<file path="config.mk">
export PLATFORM = sky130hd
export DESIGN_NAME = ranlux_luxury_generator_unit_flat
export DESIGN_NICKNAME = d
export VERILOG_FILES = /design/src/hdl/rlx_pkg.sv /design/src/hdl/rlx_if.sv /design/src/hdl/rlx_front.sv /design/src/hdl/rlx_cmd_queue.sv /design/src/hdl/rlx_back.sv /design/src/hdl/ranlux_luxury_generator_unit.sv /design/src/flat_wrapper.sv
export SDC_FILE = /design/constraint.sdc
export NUM_CORES = 1
export LEC_CHECK = 0
export BUFFER_PORTS_ARGS = -buffer_cell sky130_fd_sc_hd__buf_2
export CAP_MARGIN = 20
export CORE_MARGIN = 3
export CORE_UTILIZATION = 50
export CTS_CLUSTER_SIZE = 30
export DETAILED_ROUTE_END_ITERATION = 7
export PLACE_DENSITY = 0.66
export SKIP_CTS_REPAIR_TIMING = 1
export SLEW_MARGIN = 20
export SYNTH_ARGS = -nofsm -noshare
export SYNTH_HDL_FRONTEND = slang
export SYNTH_HIERARCHICAL = 1
export SYNTH_SLANG_ARGS = --single-unit
</file>
<file path="constraint.sdc">
create_clock -name clock -period 6.3 [get_ports clock]
set_input_delay 0.945 -clock clock [delete_from_list [all_inputs] [get_ports clock]]
set_output_delay 0.945 -clock clock [all_outputs]
set_load 0.05 [all_outputs]
</file>
<file path="src/hdl/rlx_pkg.sv">
// Shared types and constants for the luxury subtract-with-borrow generator.
package rlx_pkg;

   localparam int NUM_WORDS   = 24;
   localparam int WORD_W      = 24;
   localparam int IDX_W       = 5;
   localparam int FRAC_W      = 48;
   localparam int SKIP_W      = 11;
   localparam int SHORT_LAG   = 10;
   localparam int LONG_LAG    = 14;
   localparam logic [10:0] SKIP_RESET = 11'd199;

   localparam logic [1:0] FUNC_DRAW       = 2'd0;
   localparam logic [1:0] FUNC_LOAD_WORD  = 2'd1;
   localparam logic [1:0] FUNC_LOAD_STATE = 2'd2;
   localparam logic [1:0] FUNC_NOP        = 2'd3;

   typedef enum logic [1:0] {
      CMD_DRAW,
      CMD_LOAD_WORD,
      CMD_LOAD_STATE,
      CMD_NOP
   } cmd_kind_type;

   typedef struct packed {
      cmd_kind_type              kind;
      logic                      index_ok;
      logic [IDX_W-1:0]          word_index;
      logic [WORD_W-1:0]         word_value;
      logic                      carry;
      logic [IDX_W-1:0]          pos;
      logic [IDX_W-1:0]          count;
   } cmd_type;

endpackage

</file>
<file path="src/hdl/rlx_if.sv">
// Handshake channel interfaces for requests and responses.
interface rlx_req_if;
   logic        valid;
   logic        ready;
   logic [1:0]  func;
   logic [4:0]  word_index;
   logic [23:0] word_value;
   logic        carry_in;
   logic [4:0]  pos_in;
   logic [4:0]  count_in;

   modport source (output valid, func, word_index, word_value, carry_in, pos_in, count_in,
                   input ready);
   modport sink (input valid, func, word_index, word_value, carry_in, pos_in, count_in,
                 output ready);
endinterface

interface rlx_rsp_if;
   logic        valid;
   logic        ready;
   logic        is_number;
   logic [23:0] raw_word;
   logic [47:0] fraction;

   modport source (output valid, is_number, raw_word, fraction, input ready);
   modport sink (input valid, is_number, raw_word, fraction, output ready);
endinterface

</file>
<file path="src/hdl/rlx_front.sv">
// Request front end: accepts transactions and decodes them into commands.
module rlx_front (
   rlx_req_if.sink          req,
   input  logic             queue_full,
   output logic             push,
   output rlx_pkg::cmd_type push_cmd
);
   import rlx_pkg::*;

   assign req.ready = !queue_full;
   assign push      = req.valid && !queue_full;

   always_comb begin
      push_cmd            = '0;
      push_cmd.word_index = req.word_index;
      push_cmd.word_value = req.word_value;
      push_cmd.carry      = req.carry_in;
      push_cmd.index_ok   = (req.word_index < IDX_W'(NUM_WORDS));
      push_cmd.pos        = (req.pos_in > IDX_W'(NUM_WORDS)) ? IDX_W'(NUM_WORDS) : req.pos_in;
      push_cmd.count      = (req.count_in > IDX_W'(NUM_WORDS)) ? IDX_W'(NUM_WORDS)
                                                               : req.count_in;
      case (req.func)
         FUNC_DRAW:       push_cmd.kind = CMD_DRAW;
         FUNC_LOAD_WORD:  push_cmd.kind = CMD_LOAD_WORD;
         FUNC_LOAD_STATE: push_cmd.kind = CMD_LOAD_STATE;
         default:         push_cmd.kind = CMD_NOP;
      endcase
   end

endmodule

</file>
<file path="src/hdl/rlx_cmd_queue.sv">
// Two-entry command queue between front end and execution engine.
module rlx_cmd_queue (
   input  logic             clock,
   input  logic             reset,
   input  logic             push,
   input  rlx_pkg::cmd_type push_cmd,
   output logic             full,
   input  logic             pop,
   output logic             not_empty,
   output rlx_pkg::cmd_type head
);
   import rlx_pkg::*;

   cmd_type    entry_ff [2];
   logic       wr_ptr_ff;
   logic       rd_ptr_ff;
   logic [1:0] fill_ff;

   assign full      = (fill_ff == 2'd2);
   assign not_empty = (fill_ff != 2'd0);
   assign head      = entry_ff[rd_ptr_ff];

   always_ff @(posedge clock) begin
      if (push) begin
         entry_ff[wr_ptr_ff] <= push_cmd;
      end
   end

   always_ff @(posedge clock) begin
      if (reset) begin
         wr_ptr_ff <= 1'b0;
         rd_ptr_ff <= 1'b0;
         fill_ff   <= 2'd0;
      end else begin
         if (push) begin
            wr_ptr_ff <= !wr_ptr_ff;
         end
         if (pop) begin
            rd_ptr_ff <= !rd_ptr_ff;
         end
         if (push && !pop) begin
            fill_ff <= fill_ff + 2'd1;
         end else if (pop && !push) begin
            fill_ff <= fill_ff - 2'd1;
         end
      end
   end

endmodule

</file>
<file path="src/hdl/rlx_back.sv">
// Execution engine: lag word memory, generation sequencer and result register.
module rlx_back (
   input  logic                       clock,
   input  logic                       reset,
   input  logic [rlx_pkg::SKIP_W-1:0] skip_count,
   input  logic                       cmd_valid,
   input  rlx_pkg::cmd_type           cmd,
   output logic                       cmd_pop,
   rlx_rsp_if.source                  rsp
);
   import rlx_pkg::*;

   typedef enum logic [2:0] {
      ST_IDLE,
      ST_GEN,
      ST_DRAIN,
      ST_READ,
      ST_FETCH,
      ST_EMIT
   } state_type;

   state_type         state_ff;
   logic [WORD_W-1:0] mem [NUM_WORDS];
   logic [WORD_W-1:0] rd_a_ff;
   logic [WORD_W-1:0] rd_b_ff;
   logic [IDX_W-1:0]  rd_a_addr;
   logic [IDX_W-1:0]  rd_b_addr;
   logic              wr_en;
   logic [IDX_W-1:0]  wr_addr;
   logic [WORD_W-1:0] wr_data;

   logic [IDX_W-1:0]  step_ff;
   logic [11:0]       rem_ff;
   logic              borrow_ff;
   logic [IDX_W-1:0]  pos_ff;
   logic [IDX_W-1:0]  count_ff;
   logic              pw_vld_ff;
   logic [IDX_W-1:0]  pw_addr_ff;

   logic              res_num_ff;
   logic [WORD_W-1:0] res_raw_ff;
   logic [FRAC_W-1:0] res_frac_ff;
   logic              out_valid_ff;
   logic              out_num_ff;
   logic [WORD_W-1:0] out_raw_ff;
   logic [FRAC_W-1:0] out_frac_ff;

   logic [IDX_W-1:0]  gen_dst;
   logic [IDX_W-1:0]  gen_src;
   logic [IDX_W-1:0]  draw_idx;
   logic [IDX_W-1:0]  draw_nbr;
   logic [WORD_W:0]   diff;
   logic [11:0]       skip_span;
   logic [WORD_W-1:0] small_x;
   logic [FRAC_W-1:0] frac_val;
   logic              out_free;

   assign cmd_pop  = (state_ff == ST_IDLE) && cmd_valid;
   assign out_free = !out_valid_ff || rsp.ready;

   assign gen_dst  = IDX_W'(NUM_WORDS - 1) - step_ff;
   assign gen_src  = (step_ff < IDX_W'(SHORT_LAG)) ? gen_dst - IDX_W'(LONG_LAG)
                                                   : gen_dst + IDX_W'(SHORT_LAG);
   assign draw_idx = pos_ff - IDX_W'(1);
   assign draw_nbr = (draw_idx < IDX_W'(LONG_LAG)) ? draw_idx + IDX_W'(SHORT_LAG)
                                                  : draw_idx - IDX_W'(LONG_LAG);
   assign diff      = {1'b0, rd_a_ff} - {1'b0, rd_b_ff} - {{WORD_W{1'b0}}, borrow_ff};
   assign skip_span = 12'(skip_count) + 12'(NUM_WORDS) - 12'(pos_ff);

   assign small_x  = {rd_a_ff[11:0], rd_b_ff[23:12]};
   always_comb begin
      if (rd_a_ff >= WORD_W'(4096)) begin
         frac_val = {rd_a_ff, {WORD_W{1'b0}}};
      end else if (small_x == '0) begin
         frac_val = FRAC_W'(1);
      end else begin
         frac_val = {12'd0, small_x, 12'd0};
      end
   end

   always_comb begin
      rd_a_addr = gen_src;
      rd_b_addr = gen_dst;
      if (state_ff == ST_READ) begin
         rd_a_addr = draw_idx;
         rd_b_addr = draw_nbr;
      end
      wr_en   = pw_vld_ff;
      wr_addr = pw_addr_ff;
      wr_data = diff[WORD_W-1:0];
      if (!pw_vld_ff) begin
         wr_en   = cmd_pop && (cmd.kind == CMD_LOAD_WORD) && cmd.index_ok;
         wr_addr = cmd.word_index;
         wr_data = cmd.word_value;
      end
   end

   always_ff @(posedge clock) begin
      if (wr_en) begin
         mem[wr_addr] <= wr_data;
      end
      rd_a_ff <= mem[rd_a_addr];
      rd_b_ff <= mem[rd_b_addr];
   end

   assign rsp.valid     = out_valid_ff;
   assign rsp.is_number = out_num_ff;
   assign rsp.raw_word  = out_raw_ff;
   assign rsp.fraction  = out_frac_ff;

   always_ff @(posedge clock) begin
      if (reset) begin
         state_ff     <= ST_IDLE;
         step_ff      <= '0;
         rem_ff       <= '0;
         borrow_ff    <= 1'b0;
         pos_ff       <= '0;
         count_ff     <= '0;
         pw_vld_ff    <= 1'b0;
         out_valid_ff <= 1'b0;
      end else begin
         pw_vld_ff <= (state_ff == ST_GEN);
         if (pw_vld_ff) begin
            borrow_ff <= diff[WORD_W];
         end
         if (out_valid_ff && rsp.ready && (state_ff != ST_EMIT)) begin
            out_valid_ff <= 1'b0;
         end
         case (state_ff)
            ST_IDLE: begin
               res_num_ff  <= 1'b0;
               res_raw_ff  <= '0;
               res_frac_ff <= '0;
               if (cmd_valid) begin
                  case (cmd.kind)
                     CMD_DRAW: begin
                        step_ff <= '0;
                        if (count_ff >= IDX_W'(NUM_WORDS)) begin
                           count_ff <= '0;
                           if (skip_span >= 12'(NUM_WORDS)) begin
                              rem_ff   <= skip_span;
                              state_ff <= ST_GEN;
                           end else begin
                              pos_ff   <= IDX_W'(12'(NUM_WORDS) - skip_span);
                              state_ff <= ST_READ;
                           end
                        end else if (pos_ff == '0) begin
                           rem_ff   <= 12'(NUM_WORDS);
                           state_ff <= ST_GEN;
                        end else begin
                           state_ff <= ST_READ;
                        end
                     end
                     CMD_LOAD_STATE: begin
                        borrow_ff <= cmd.carry;
                        pos_ff    <= cmd.pos;
                        count_ff  <= cmd.count;
                        state_ff  <= ST_EMIT;
                     end
                     default: begin
                        state_ff <= ST_EMIT;
                     end
                  endcase
               end
            end
            ST_GEN: begin
               pw_addr_ff <= gen_dst;
               if (step_ff == IDX_W'(NUM_WORDS - 1)) begin
                  step_ff <= '0;
                  if (rem_ff >= 12'(2 * NUM_WORDS)) begin
                     rem_ff <= rem_ff - 12'(NUM_WORDS);
                  end else begin
                     pos_ff   <= IDX_W'(12'(2 * NUM_WORDS) - rem_ff);
                     state_ff <= ST_DRAIN;
                  end
               end else begin
                  step_ff <= step_ff + IDX_W'(1);
               end
            end
            ST_DRAIN: begin
               state_ff <= ST_READ;
            end
            ST_READ: begin
               pos_ff   <= draw_idx;
               count_ff <= count_ff + IDX_W'(1);
               state_ff <= ST_FETCH;
            end
            ST_FETCH: begin
               res_num_ff  <= 1'b1;
               res_raw_ff  <= rd_a_ff;
               res_frac_ff <= frac_val;
               state_ff    <= ST_EMIT;
            end
            ST_EMIT: begin
               if (out_free) begin
                  out_valid_ff <= 1'b1;
                  out_num_ff   <= res_num_ff;
                  out_raw_ff   <= res_raw_ff;
                  out_frac_ff  <= res_frac_ff;
                  state_ff     <= ST_IDLE;
               end
            end
            default: begin
               state_ff <= ST_IDLE;
            end
         endcase
      end
   end

endmodule

</file>
<file path="src/hdl/ranlux_luxury_generator_unit.sv">
// Top level of the 24-bit luxury subtract-with-borrow generator.
//
//   channel  direction  handshake      payload
//   req      in         valid/ready    func, word_index, word_value, carry_in, pos_in, count_in
//   rsp      out        valid/ready    is_number, raw_word, fraction
//   csr      in         csr_wr_en      csr_wr_data (skip_count)
//
// From the queue head a draw passes through the read, fetch and emit states. When lag words
// are regenerated it first passes through the generate state, one block of lag words at a
// time at one word update per cycle through the single write port of the lag memory, and
// then a drain state. Loads go straight to the emit state. A transaction is queued first.
// Reset is synchronous; the lag words are not cleared and must be loaded before use.
// A two-entry command queue and the response register let either side stall alone.
module ranlux_luxury_generator_unit (
   input  logic                       clock,
   input  logic                       reset,
   rlx_req_if.sink                    req_bus,
   rlx_rsp_if.source                  rsp_bus,
   input  logic                       csr_wr_en,
   input  logic [rlx_pkg::SKIP_W-1:0] csr_wr_data
);
   import rlx_pkg::*;

   logic [SKIP_W-1:0] skip_ff;
   logic              push;
   cmd_type           push_cmd;
   logic              queue_full;
   logic              pop;
   logic              not_empty;
   cmd_type           head;

   always_ff @(posedge clock) begin
      if (reset) begin
         skip_ff <= SKIP_RESET;
      end else if (csr_wr_en) begin
         skip_ff <= csr_wr_data;
      end
   end

   rlx_front u_front (
      .req        (req_bus),
      .queue_full (queue_full),
      .push       (push),
      .push_cmd   (push_cmd)
   );

   rlx_cmd_queue u_queue (
      .clock     (clock),
      .reset     (reset),
      .push      (push),
      .push_cmd  (push_cmd),
      .full      (queue_full),
      .pop       (pop),
      .not_empty (not_empty),
      .head      (head)
   );

   rlx_back u_back (
      .clock      (clock),
      .reset      (reset),
      .skip_count (skip_ff),
      .cmd_valid  (not_empty),
      .cmd        (head),
      .cmd_pop    (pop),
      .rsp        (rsp_bus)
   );

endmodule
</file>
<file path="src/flat_wrapper.sv">
// flat-port wrapper written by rule: the top's interface ports become plain ports
module ranlux_luxury_generator_unit_flat import rlx_pkg::*;
  (clock, reset, csr_wr_en, csr_wr_data, req_bus_valid, req_bus_func, req_bus_word_index, req_bus_word_value, req_bus_carry_in, req_bus_pos_in, req_bus_count_in, req_bus_ready, rsp_bus_valid, rsp_bus_is_number, rsp_bus_raw_word, rsp_bus_fraction, rsp_bus_ready);
  rlx_req_if req_bus_i ();
  rlx_rsp_if rsp_bus_i ();
  input  logic clock;
  input  logic reset;
  input  logic csr_wr_en;
  input  logic [rlx_pkg::SKIP_W-1:0] csr_wr_data;
  input wire logic [$bits(req_bus_i.valid)-1:0] req_bus_valid;
  input wire logic [$bits(req_bus_i.func)-1:0] req_bus_func;
  input wire logic [$bits(req_bus_i.word_index)-1:0] req_bus_word_index;
  input wire logic [$bits(req_bus_i.word_value)-1:0] req_bus_word_value;
  input wire logic [$bits(req_bus_i.carry_in)-1:0] req_bus_carry_in;
  input wire logic [$bits(req_bus_i.pos_in)-1:0] req_bus_pos_in;
  input wire logic [$bits(req_bus_i.count_in)-1:0] req_bus_count_in;
  output wire logic [$bits(req_bus_i.ready)-1:0] req_bus_ready;
  output wire logic [$bits(rsp_bus_i.valid)-1:0] rsp_bus_valid;
  output wire logic [$bits(rsp_bus_i.is_number)-1:0] rsp_bus_is_number;
  output wire logic [$bits(rsp_bus_i.raw_word)-1:0] rsp_bus_raw_word;
  output wire logic [$bits(rsp_bus_i.fraction)-1:0] rsp_bus_fraction;
  input wire logic [$bits(rsp_bus_i.ready)-1:0] rsp_bus_ready;
  assign req_bus_i.valid = req_bus_valid;
  assign req_bus_i.func = req_bus_func;
  assign req_bus_i.word_index = req_bus_word_index;
  assign req_bus_i.word_value = req_bus_word_value;
  assign req_bus_i.carry_in = req_bus_carry_in;
  assign req_bus_i.pos_in = req_bus_pos_in;
  assign req_bus_i.count_in = req_bus_count_in;
  assign req_bus_ready = req_bus_i.ready;
  assign rsp_bus_valid = rsp_bus_i.valid;
  assign rsp_bus_is_number = rsp_bus_i.is_number;
  assign rsp_bus_raw_word = rsp_bus_i.raw_word;
  assign rsp_bus_fraction = rsp_bus_i.fraction;
  assign rsp_bus_i.ready = rsp_bus_ready;
  ranlux_luxury_generator_unit u_core (.clock(clock), .reset(reset), .req_bus(req_bus_i), .rsp_bus(rsp_bus_i), .csr_wr_en(csr_wr_en), .csr_wr_data(csr_wr_data));
endmodule
</file>
==> results_dict.tcl, run 1 <==
set metrics [dict create \
    finalSetupViolations 0 \
    crit_chain "inv_1 -> ha_1 -> xor2_1 -> ha_1 -> o21ai_4 -> buf_12 -> nand2_1 -> and3_1 -> a311oi_1 -> a311oi_1 -> o32ai_1" \
    netlist_instances 3634 \
    critPathKind "flop to flop" \
    layout-drive-gt1-share 0.154 \
    hp-start "u_core/u_back/res_frac_ff[35]$_SDFFCE_PN0P_" \
    dr_total_vias 29459 \
    p_int_uw 13800 \
    die_w_um 297 \
    synth-edff-count 791 \
    cp-start-kind "flop" \
    wl_um 115000 \
    cpMaxStageDelayCell "o32ai_1" \
    portBuffers 121 \
    clk_latency_ns 0.65 \
    p_comb_frac 0.369 \
    r2r_end "u_core/u_back/rd_b_ff[1]$_DFF_P_" \
    reg2reg_depth 11 \
    start_util 0.506 \
    overflow 0 \
    coreArea_um2 83800 \
    routedWlPerCell_um 23.6 \
    routabilityCongestion 0.879 \
    dieArea_um2 88300 \
    fin_nets 3789 \
    regToRegStartpoint "u_core/u_back/pos_ff[0]$_SDFFE_PP0P_" \
    power_density_nw_per_um2 464 \
    yosys_most_used_dff "edfxtp_1" \
    synth_area_um2 42400 \
    synth_top_cells_by_count "947 x nand2_1, 791 x edfxtp_1, 215 x nand3_1" \
    vdd_drop_max_uv 261 \
    synth_cell_types 89 \
    relSlewSlack 0.276 \
    yosys.area.top_type "edfxtp_1" \
    diodes 0 \
    finalCritPeriodShare 0.717 \
    cts_max_path_buffers 3 \
    worstPathRequired_ns 6.73 \
    grt_pass1_vias 27957 \
    switchingPower_uw 8050 \
    yosysMostFrequentCell "nand2_1" \
    fmax_ghz 0.221 \
    ys_ff_latch 888 \
    drc 0 \
    power.share.switching 0.368 \
    slew_viol_final 0 \
    crit_path_end "u_core/u_back/rd_b_ff[1]$_DFF_P_" \
    rsz0062_at_grt "no" \
    io_pins 133 \
    row_count 106 \
    critPathMaxFanout 105 \
    rrSetupSlack_ns 1.78 \
    ys_warn_count 6 \
    clkTransAtPathRegs_ns 0.06 \
    antenna_found_initial 4 \
    ant_nets 0 \
    final_hold_viol_count 0 \
    die_h_um 297 \
    grt_usage 0.256 \
    grt_pass1_wl_um 173000 \
    critPathBufInv 2 \
    cp_top_family "compound AO/OA/AOI/OAI gates" \
    yosysSeqAreaShare 0.606 \
    final.setup.worst_slack_ns 1.78 \
    drtPass1Iterations 5 \
    status "finished clean" \
    via_per_inst 6.06 \
    fin_setup_tns_ns 0 \
    grt_start_max_net_pins 137 \
    crit_path_start "u_core/u_back/pos_ff[0]$_SDFFE_PP0P_" \
    cp_data_arrival_time_ns 4.95 \
    async_reset_ff_frac 0 \
    cp_num_cells 11 \
    synth_area_per_cell_um2 11.7 \
    p_clk_frac 0.244 \
    layoutNonFillerInstCount 4863 \
    place_ws_ns 1.85 \
    post-route-util 0.561 \
    dp.cells 4695 \
    cts_sinks 888 \
    cts_inserted_buffers 90 \
    h-tree-depth 3 \
    seq_power_share 0.387 \
    p_leak_uw 0.0168 \
    cts_tree "built" \
    drv_cap 0 \
    skew_ns 0.0265 \
    syn_to_final_growth_pct 10.9 \
    critical_path.max_stage_delay_ns 0.95 \
    worst_pin_slew_ns 1.08 \
    min_period_ns 4.52 \
    yosysTopAreaCellShare 0.560 \
    critPathCaptureType "flop" \
    hold_class "flop to flop" \
    place_hpwl_um 69100 \
    first_iter_violations 3053 \
    root_buffer "clkbuf_16" \
    synth_area_leaders "edfxtp_1 56%, nand2_1 8.4%, mux4_2 5.0%, dfxtp_1 4.6%, a311oi_1 3.1%" \
]
==> power groups by stage <==
stage	Sequential, µW	Combinational [µW]	Clock [µW]
final	8460	8070	5320
after global placement	8540	7830	0
after global routing	8500	8810	5650
after detailed placement	8560	7910	0
after CTS	8440	7950	5400
after floorplan	8350	5640	0
==> area by class of cell <==
| type | count | area [µm²] |
|---|---|---|
| timing repair buffer | 202 | 1330 |
| clock buffer | 120 | 2460 |
| inverter | 120 | 450 |
| fill | 6880 | 36800 |
| sequential | 888 | 25700 |
| multi-input combinational | 2351 | 15200 |
| tap | 1134 | 1420 |
| clock inverter | 48 | 497 |
==> cells by family after synthesis <==
| kind of cell | count (synthesis) | synth area share |
|---|---|---|
| AND/OR/NAND/NOR | 1534 | 0.159 |
| flip-flops | 888 | 0.606 |
| other | 1 | 0.0000884 |
| multiplexers | 171 | 0.0700 |
| XOR/XNOR | 48 | 0.0104 |
| adder cells (fa/ha/maj) | 78 | 0.0235 |
| buffers and inverters | 405 | 0.0444 |
| AO/OA/AOI/OAI | 509 | 0.0866 |
==> placed cells by master (no fill, tap or decap), types with 12 or more instances in the layout <==
cell | Yosys | final
a21oi_1 | 145 | 144
a311oi_1 | 148 | 148
a31oi_1 | 31 | 31
and2_1 | 18 | 17
and3_1 | 153 | 153
buf_2 | 73 | 121
buf_4 | 58 | 72
clkbuf_1 | 120 | 23
clkbuf_16 | 0 | 92
clkinv_2 | 0 | 15
dfxtp_1 | 97 | 95
edfxtp_1 | 791 | 791
ha_1 | 75 | 75
inv_1 | 119 | 119
mux2_2 | 63 | 62
mux4_2 | 94 | 94
nand2_1 | 947 | 947
nand3_1 | 215 | 215
nor2_1 | 97 | 71
nor2_4 | 0 | 25
nor2b_1 | 13 | 12
nor3_1 | 28 | 27
o21ai_0 | 50 | 46
o32ai_1 | 27 | 27
xnor2_1 | 31 | 31
xor2_1 | 15 | 15
==> worst min-delay path by stage <==
| stage | endpoint | slack (ns) | depth (start not counted) |
|---|---|---|---|
| finish | u_core/u_back/rsp.fraction[35]$_DFFE_PP_ | 0.42 | 0 |
| global route | u_core/u_back/rsp.fraction[20]$_DFFE_PP_ | 0.42 | 0 |
| CTS | u_core/u_back/rsp.fraction[28]$_DFFE_PP_ | 0.42 | 0 |
| detailed placement | u_core/u_back/rsp.fraction[24]$_DFFE_PP_ | 0.40 | 0 |
| global placement | u_core/u_back/rsp.fraction[29]$_DFFE_PP_ | 0.40 | 0 |
| floorplan | u_core/u_back/rsp.fraction[0]$_DFFE_PP_ | 0.40 | 0 |
==> flip-flops by register name, indices dropped and copies added (netlist names), 5 cells and up, named ones only <==
name / cells
u_core/u_back/rsp.raw_word: 24
u_core/u_back/count_ff: 5
u_core/skip_ff: 11
u_core/u_queue/entry_ff: 86
u_core/u_back/rd_b_ff: 24
u_core/u_back/rem_ff: 12
u_core/u_back/mem: 576
u_core/u_back/step_ff: 5
u_core/u_back/res_frac_ff: 37
u_core/u_back/pos_ff: 5
u_core/u_back/pw_addr_ff: 5
u_core/u_back/rd_a_ff: 24
u_core/u_back/rsp.fraction: 37
u_core/u_back/res_raw_ff: 24
==> per-layer routing <==
| layer | wire (µm) | vias up | track usage | share of wire |
|---|---|---|---|---|
| met2 | 54400 | 1348 | 0.415 | 0.47 |
| met3 | 10300 | 230 | 0.0477 | 0.090 |
| li1 | - | 13368 | - | - |
| met1 | 46700 | 14509 | 0.348 | 0.41 |
| met4 | 3610 | 4 | 0.0881 | 0.031 |
| met5 | 23 | - | 0 | 0.00020 |
==> through the flow <==
stage | power [µW] | hold WS [ns] | cell area [µm²]
detailed placement | 16500 | 0.405 | 44100
CTS | 21800 | 0.417 | 47000
floorplan | 14000 | 0.400 | 42400
global placement | 16400 | 0.402 | 44100
global route | 23000 | 0.421 | 47000
finish | 21800 | 0.416 | 47000
No activity file was read; power rests on OpenSTA's default activity.
==> inputs of run 2 (changes only) <==
--- a/config.mk
+++ b/config.mk
@@ -11,7 +11,7 @@
 export CORE_UTILIZATION = 50
 export CTS_CLUSTER_SIZE = 30
 export DETAILED_ROUTE_END_ITERATION = 7
-export PLACE_DENSITY = 0.66
+export PLACE_DENSITY = 0.63
 export SKIP_CTS_REPAIR_TIMING = 1
 export SLEW_MARGIN = 20
 export SYNTH_ARGS = -nofsm -noshare
==> constraint.sdc (replaced) <==
create_clock -name clock -period 4.2 [get_ports clock]
set_input_delay 0.63 -clock clock [delete_from_list [all_inputs] [get_ports clock]]
set_output_delay 0.63 -clock clock [all_outputs]
set_load 0.05 [all_outputs]
==> run 2 against run 1 <==
Worst hold slack got worse by 0.25 ns. Global-route usage increased by 0.45 points. Combinational power increased by 52%. First-iteration DRC count decreased by 0.29%. Final cell count increased by 0.97%. Cell area increased by 1.8%.
==> results_dict.tcl, run 2 (synthesis gave the netlist of run 1 again) <==
set metrics [dict create \
    status "finished clean" \
    root_buffer "clkbuf_16" \
    mostFrequentLayoutCell "nand2_1" \
    min_period_ns 3.88 \
    top_regs "u_core/u_back/mem: 576 flops, u_core/u_queue/entry_ff: 86 flops" \
    cp_data_arrival_time_ns 4.36 \
    overflow 0 \
    critical_path.max_stage_delay_ns 0.55 \
    drv_cap 0 \
    final_hold_viol_count 0 \
    first_iter_violations 3044 \
    coreArea_um2 83800 \
    grt_pass1_wl_um 175000 \
    place_hpwl_um 71500 \
    power_density_nw_per_um2 702 \
    antenna_found_initial 2 \
    finalCritPeriodShare 0.923 \
    skew_ns 0.0344 \
    fmax_ghz 0.258 \
    rsz0062_at_grt "no" \
    hold_ws_ns 0.163 \
    seqCellArea_um2 25700 \
    drc 0 \
    hold_class "primary input to flop" \
    slew_viol_final 0 \
    worstPathRequired_ns 4.68 \
    worst_pin_slew_ns 1.16 \
    cts_max_path_buffers 3 \
    mostFrequentLayoutCells "947 x nand2_1, 791 x edfxtp_1, 215 x nand3_1" \
    layout-drive-gt1-share 0.167 \
    largest_reg_flops 576 \
    die_w_um 297 \
    grt_usage 0.260 \
    grt_start_max_net_pins 93 \
    portBuffers 121 \
    fin_setup_tns_ns 0 \
    regMostFlops "u_core/u_back/mem" \
    clkTransAtPathRegs_ns 0.06 \
    io_pins 133 \
    critPathKind "flop to flop" \
    dr_total_vias 29569 \
    relSlewSlack 0.228 \
    via_per_inst 6.02 \
    syn_to_final_growth_pct 12.9 \
    cpMaxStageDelayCell "o32ai_2" \
    h-tree-depth 3 \
    routabilityCongestion 0.851 \
    cts_inserted_buffers 92 \
    grt_pass1_vias 28511 \
    crit_chain "inv_1 -> ha_1 -> xor2_1 -> ha_1 -> o21ai_4 -> buf_12 -> buf_4 -> nand2_1 -> and3_1 -> a311oi_1 -> a311oi_1 -> o32ai_2" \
    cts_tree "built" \
    cp-start-kind "flop" \
    routedWlPerCell_um 23.7 \
    ant_nets 0 \
    fill_cells 6865 \
    layoutNonFillerInstCount 4910 \
    dp.cells 4737 \
    fin_nets 3833 \
    p_leak_uw 0.0172 \
    multi_input_area_um2 15200 \
    die_h_um 297 \
    placed_area_um2 44700 \
    finalSetupViolations 0 \
    critPathCaptureType "flop" \
    drtPass1Iterations 5 \
    dieArea_um2 88300 \
    wl_um 116000 \
    start_util 0.506 \
    final_area_um2 47900 \
    cts_sinks 888 \
    clk_latency_ns 0.66 \
    critPathMaxFanout 64 \
    row_count 106 \
    vdd_drop_max_uv 391 \
]
run 2: layout make-up:
cell class                      instances  area share
Tap cell                             1134      0.0296
Sequential cell                       888       0.537
Clock buffer                          110      0.0512
Inverter                              120     0.00941
Timing Repair Buffer                  244      0.0395
Antenna cell                            1   0.0000523
Multi-Input combinational cell       2351       0.318
Clock inverter                         62      0.0155
run 2: critical path: cells and delay by family, from the launching register on:
family	cells	cell delay [ns]
buffers and inverters	3	0.74
flip-flops	1	0.48
AO/OA/AOI/OAI	4	1.13
adder cells (fa/ha/maj)	2	0.64
XOR/XNOR	1	0.48
AND/OR/NAND/NOR	2	0.22
run 2: through the flow:
stage,utilization,setup slack (ns),total power (µW)
6_report,0.571,0.322,33600
3_3_place_gp,0.533,0.163,24900
5_1_grt,0.571,0.00654,35300
3_5_place_dp,0.533,0.120,25000
2_1_floorplan,-,0.174,21000
4_1_cts,0.571,0.0823,33600
run 2: path summary, 6_finish.rpt:
kind / from / cells past startpoint / to / slack, ns
setup / recovery: u_core/u_back/pos_ff[0]$_SDFFE_PP0P_ / 12 / u_core/u_back/rd_b_ff[2]$_DFF_P_ / 0.32
hold / removal: req_bus_word_value[16] / 1 / u_core/u_queue/entry_ff[0][27]$_DFFE_PP_ / 0.16
setup reg to reg: u_core/u_back/pos_ff[0]$_SDFFE_PP0P_ / 12 / u_core/u_back/rd_b_ff[2]$_DFF_P_ / 0.32
hold reg to reg: u_core/u_back/res_frac_ff[19]$_SDFFCE_PP0P_ / 0 / u_core/u_back/rsp.fraction[19]$_DFFE_PP_ / 0.41
run 2: power by group:
group / switching, µW / internal (µW) / total, µW
clock: 3460 / 5110 / 8570
sequential: 758 / 11900 / 12700
combinational: 7980 / 4350 / 12300
total: 12200 / 21400 / 33600
run 2: metal layers:
layer | wire [µm] | global-route usage
met5 | 0 | 0
met4 | 3800 | 0.0902
met3 | 10700 | 0.0444
met2 | 54100 | 0.423
met1 | 47500 | 0.356
